<file path="config.mk">
export PLATFORM = sky130hd
export DESIGN_NAME = vmlru_key
export DESIGN_NICKNAME = d
export VERILOG_FILES = /design/src/hw/rtl/vmlru_pkg.sv /design/src/hw/rtl/vmlru_key.sv
export SDC_FILE = /design/constraint.sdc
export NUM_CORES = 2
export LEC_CHECK = 0
export ABC_AREA = 1
export ABC_CLOCK_PERIOD_IN_PS = 14900
export BUFFER_PORTS_ARGS = -buffer_cell sky130_fd_sc_hd__buf_2
export CAP_MARGIN = 30
export CORE_MARGIN = 4
export CORE_UTILIZATION = 39
export DETAILED_ROUTE_END_ITERATION = 6
export SYNTH_ARGS = -nofsm -noshare
export SYNTH_HDL_FRONTEND = slang
export SYNTH_SLANG_ARGS = --single-unit
</file>
<file path="constraint.sdc">
create_clock -name i_clk -period 14.9 [get_ports i_clk]
set_clock_uncertainty 0.15 [all_clocks]
set_input_delay 1.49 -clock i_clk [delete_from_list [all_inputs] [get_ports i_clk]]
set_output_delay 1.49 -clock i_clk [all_outputs]
set_load 0.05 [all_outputs]
</file>
<file path="src/hw/rtl/vmlru_pkg.sv">
package vmlru_pkg;

    // Request codes carried in req_type.
    localparam logic REQ_INSERT = 1'b0;
    localparam logic REQ_PRUNE  = 1'b1;

    // Configuration register indexes.
    localparam logic CFG_INV_VOXEL_SIZE = 1'b0;
    localparam logic CFG_VOXEL_CAPACITY = 1'b1;

    localparam int FIELD_W = 24;
    localparam int SUM_W   = 56;

    // Input word.
    typedef struct packed {
        logic                      req_type;
        logic signed [FIELD_W-1:0] coord_x;
        logic signed [FIELD_W-1:0] coord_y;
        logic signed [FIELD_W-1:0] coord_z;
        logic [31:0]               timestamp;
        logic [31:0]               max_age;
    } t_in_item;

    // Result word.
    typedef struct packed {
        logic signed [FIELD_W-1:0] voxel_x;
        logic signed [FIELD_W-1:0] voxel_y;
        logic signed [FIELD_W-1:0] voxel_z;
        logic                      was_present;
        logic                      did_evict;
        logic signed [FIELD_W-1:0] evicted_x;
        logic signed [FIELD_W-1:0] evicted_y;
        logic signed [FIELD_W-1:0] evicted_z;
        logic [31:0]               point_count;
        logic [8:0]                removed_count;
    } t_out_item;

    // Per-voxel statistics held in the data memory.
    typedef struct packed {
        logic [31:0]      count;
        logic [SUM_W-1:0] sum_x;
        logic [SUM_W-1:0] sum_y;
        logic [SUM_W-1:0] sum_z;
        logic [31:0]      last_time;
    } t_slot_data;

    // Sequencer states.
    typedef enum logic [14:0] {
        ST_IDLE   = 15'b000000000000001,
        ST_KEY    = 15'b000000000000010,
        ST_SCAN   = 15'b000000000000100,
        ST_DECIDE = 15'b000000000001000,
        ST_H_DRD  = 15'b000000000010000,
        ST_H_UNL  = 15'b000000000100000,
        ST_PUSH1  = 15'b000000001000000,
        ST_PUSH2  = 15'b000000010000000,
        ST_POST   = 15'b000000100000000,
        ST_EV_RD  = 15'b000001000000000,
        ST_EV_WR  = 15'b000010000000000,
        ST_ALLOC  = 15'b000100000000000,
        ST_PR_RD  = 15'b001000000000000,
        ST_PR_CHK = 15'b010000000000000,
        ST_OUT    = 15'b100000000000000
    } t_state;

endpackage

</file>
<file path="src/hw/rtl/vmlru_key.sv">
module vmlru_key #(
    parameter int COORD_BITS = 24
) (
    input  logic                                   i_clk,
    input  logic [2:0][vmlru_pkg::FIELD_W-1:0]     i_coord,
    input  logic [23:0]                            i_inv,
    output logic [2:0][COORD_BITS-1:0]             o_key
);

    localparam int PROD_W = vmlru_pkg::FIELD_W + 25;

    logic signed [PROD_W-1:0] r_prod [3];
    logic signed [PROD_W-1:0] shifted [3];

    // One multiplier per axis, registered.
    always_ff @(posedge i_clk) begin
        for (int a = 0; a < 3; a++) begin
            r_prod[a] <= $signed(i_coord[a]) * $signed({1'b0, i_inv});
        end
    end

    // The arithmetic shift rounds toward minus infinity; keys wrap to COORD_BITS.
    always_comb begin
        for (int a = 0; a < 3; a++) begin
            shifted[a] = r_prod[a] >>> 24;
            o_key[a]   = shifted[a][COORD_BITS-1:0];
        end
    end

endmodule

</file>
==> flow_summary.yaml <==
placed_design:
  dpl.hpwl_um: 148000
  globalplace.congestion: 0.940
  port_buffers: 168
sta:
  relSlewSlack_pct: 33.7
  worst_pin_slew_ns: 0.995
  hold_viol: 0
  setup_tns_ns: 0
  rsz0062_at_grt: "false"
  period_minus_slack_ns: 8.49
  fmax_mhz: 118
  finalCritPeriodShare_pct: 57.0
  finalMaxSlewViolations: 0
  setup_violations: 0
cts:
  cts_setup_buffers: 0
  clkTransAtPathRegs_ns: 0.09
  htreeDepth: 3
  ctsLongestPathBuffers: 2
  numCtsBuffers: 9
  cts-resized-gates: 0
  cts_tree: "built"
  cts_num_sinks: 72
  ctsHoldBuffers: 0
  clock-root-buffer: "clkbuf_16"
routing:
  viasPerCell: 4.86
  num_vias: 49200
  first_pass_iters: 7
  drt-total-wl_um: 187000
  remaining_drc_errors: 2
  drt_iter0_markers: 3213
  ant_nets: 0
  routedWlPerCell_um: 18.5
synthesis:
  postSynthCellCount: 8167
  yosysSeqAreaShare_pct: 2.34
  yosys.area_share.xor_xnor_pct: 0.712
  synth_compound_area_share_pct: 3.21
  synthMuxAreaShare_pct: 0
  ys_warn_count: 0
  ys.flop_type: "dfxtp_1"
  synth_top_area_share_pct: 46.9
  synth_enable_flop_cells: 0
  async_flop_share_pct: 0
  syn_nets: 10300
  synth_area_leader_cell: "fa_1"
  synthSimpleGateAreaFrac_pct: 16.7
  synth_top_family_by_area: "adder cells"
  syn_avg_cell_area_um2: 7.54
  ys_types: 37
  synth_area_leaders: "fa_1, inv_1, nand2_1, ha_1, dfxtp_1"
  synthAdderAreaFrac_pct: 58.6
  syn_area_um2: 61500
  ys_seq_elements: 72
grt:
  grt_first_pass_wirelength_um: 300000
  grt.overflow.total: 0
  track_usage_pct: 23.5
  grt_pass1_vias: 53700
  grt_start_max_net_pins: 60
  antenna_found_initial: 9
die:
  dieArea_um2: 164000
  dieHeight_um: 405
  die_w_um: 405
  coreArea_um2: 157000
  rows: 145
  initial_core_util_pct: 39.3
  num_io_pins: 169
finish:
  drive_above_1_share_pct: 2.99
  areaGrowthSynthToFinish_pct: 4.58
  final_cell_mix: "inv_1, nand2_1, fa_1, ha_1, nor2_1"
  top_register: "r_prod"
  largest_registers: "r_prod (72)"
  largest_reg_flops: 72
  fin_nets: 10200
  layout_commonest_cell: "inv_1"
critical_path:
  endpoint_kind: "register"
  crit_fanout: 48
  path_class: "in2reg"
  worstPathRequired_ns: 15.09
  crit_chain: "buf_2, buf_4, nand2_1, fa_1, inv_1, fa_1, fa_1, fa_1, fa_1, fa_1, inv_1, fa_1, inv_1, ha_1, nand2_1, inv_1, a21oi_1, o21ai_0, a31oi_1, nand3_1, nand2_1, inv_1, nor2_1"
  max_stage_delay_ns: 0.79
  cpMostUsedCell: "fa_1"
  arrival_ns: 8.67
  crit_path_top_delay_cell: "buf_4"
  cp-start-kind: "input pin"
hold_path:
  hold_depth: 8
  hold-path-endpoint: "r_prod[0][87]"
  min-delay-start: "i_inv[1]"
  hold_class: "in2reg"
outcome:
  violations: "design-rule violations"
  status: "complete, but fails checks"
flow_run:
  cap_violations: 0
-- worst max-delay path by stage --
stage,from,to,slack (ns),depth (start not counted)
2_1_floorplan,i_inv[20],r_prod[0][43],7.67,26
3_3_place_gp,i_inv[3],r_prod[0][135],6.00,23
3_5_place_dp,i_inv[12],r_prod[0][135],6.11,23
4_1_cts,i_inv[5],r_prod[0][135],6.55,23
5_1_grt,i_inv[5],r_prod[0][139],6.24,22
6_report,i_inv[5],r_prod[0][135],6.41,23
-- logic make-up (layout without fill, tap and decap cells) --
kind of cell | after synthesis | after routing
buf+inv | 3011 | 2898
simple gates | 2662 | 2662
fa+ha+maj | 2019 | 2019
compound gates | 353 | 353
flops | 72 | 72
xor+xnor | 50 | 50
other cells | 0 | 7
-- synth_stat cells, types with 4 or more instances --
cell      count
a21boi_0     10
a21o_1       13
a21oi_1     174
a31oi_1       7
buf_1        10
clkbuf_1    323
dfxtp_1      72
fa_1       1443
ha_1        576
inv_1      2673
nand2_1    2191
nand2_2       7
nand3_1     102
nand4_1      29
nor2_1      298
nor3_1       21
o21a_1       20
o21ai_0      91
o21ai_2       4
o21bai_1     27
xnor2_1      25
xor2_1       25
-- layout make-up --
class | instances | area (um^2)
sequential | 72 | 1440
clock inverter | 7 | 103
clock buffer | 9 | 225
multi-input combinational | 5084 | 48800
antenna | 7 | 17.5
timing repair buffer | 207 | 1170
inverter | 2675 | 10000
tap | 2058 | 2570
fill | 16200 | 92200
-- critical path: cells and delay by family --
kind | cells | cell delay (ns)
fa+ha+maj | 8 | 3.96
buf+inv | 7 | 1.58
simple gates | 5 | 0.87
compound gates | 3 | 0.69
-- per-layer routing --
metal / vias to the layer above / routed length (um) / GRT usage (%) / part of all wire [%]
li1: 22400 / - / - / -
met5: - / 19 / 0 / 0.010
met1: 24600 / 78900 / 31.4 / 42
met2: 1784 / 87600 / 39.0 / 47
met4: 4 / 6220 / 7.41 / 3.3
met3: 292 / 14200 / 4.09 / 7.6
-- through the flow --
step	hold slack, ns	instance area, um^2	utilization (%)	instances	setup WS [ns]
after floorplan	1.78	61500	-	8167	7.67
after global placement	1.81	64000	40.9	10100	6.00
after detailed placement	1.81	64000	40.9	10100	6.11
after CTS	1.80	64300	41.1	10100	6.55
after global routing	1.87	64400	41.1	10100	6.24
final	1.84	64400	41.1	10100	6.41
Power is left out: the tool's default activity adds up to more than one toggle a clock period on the data nets, which glitch-free logic cannot reach.
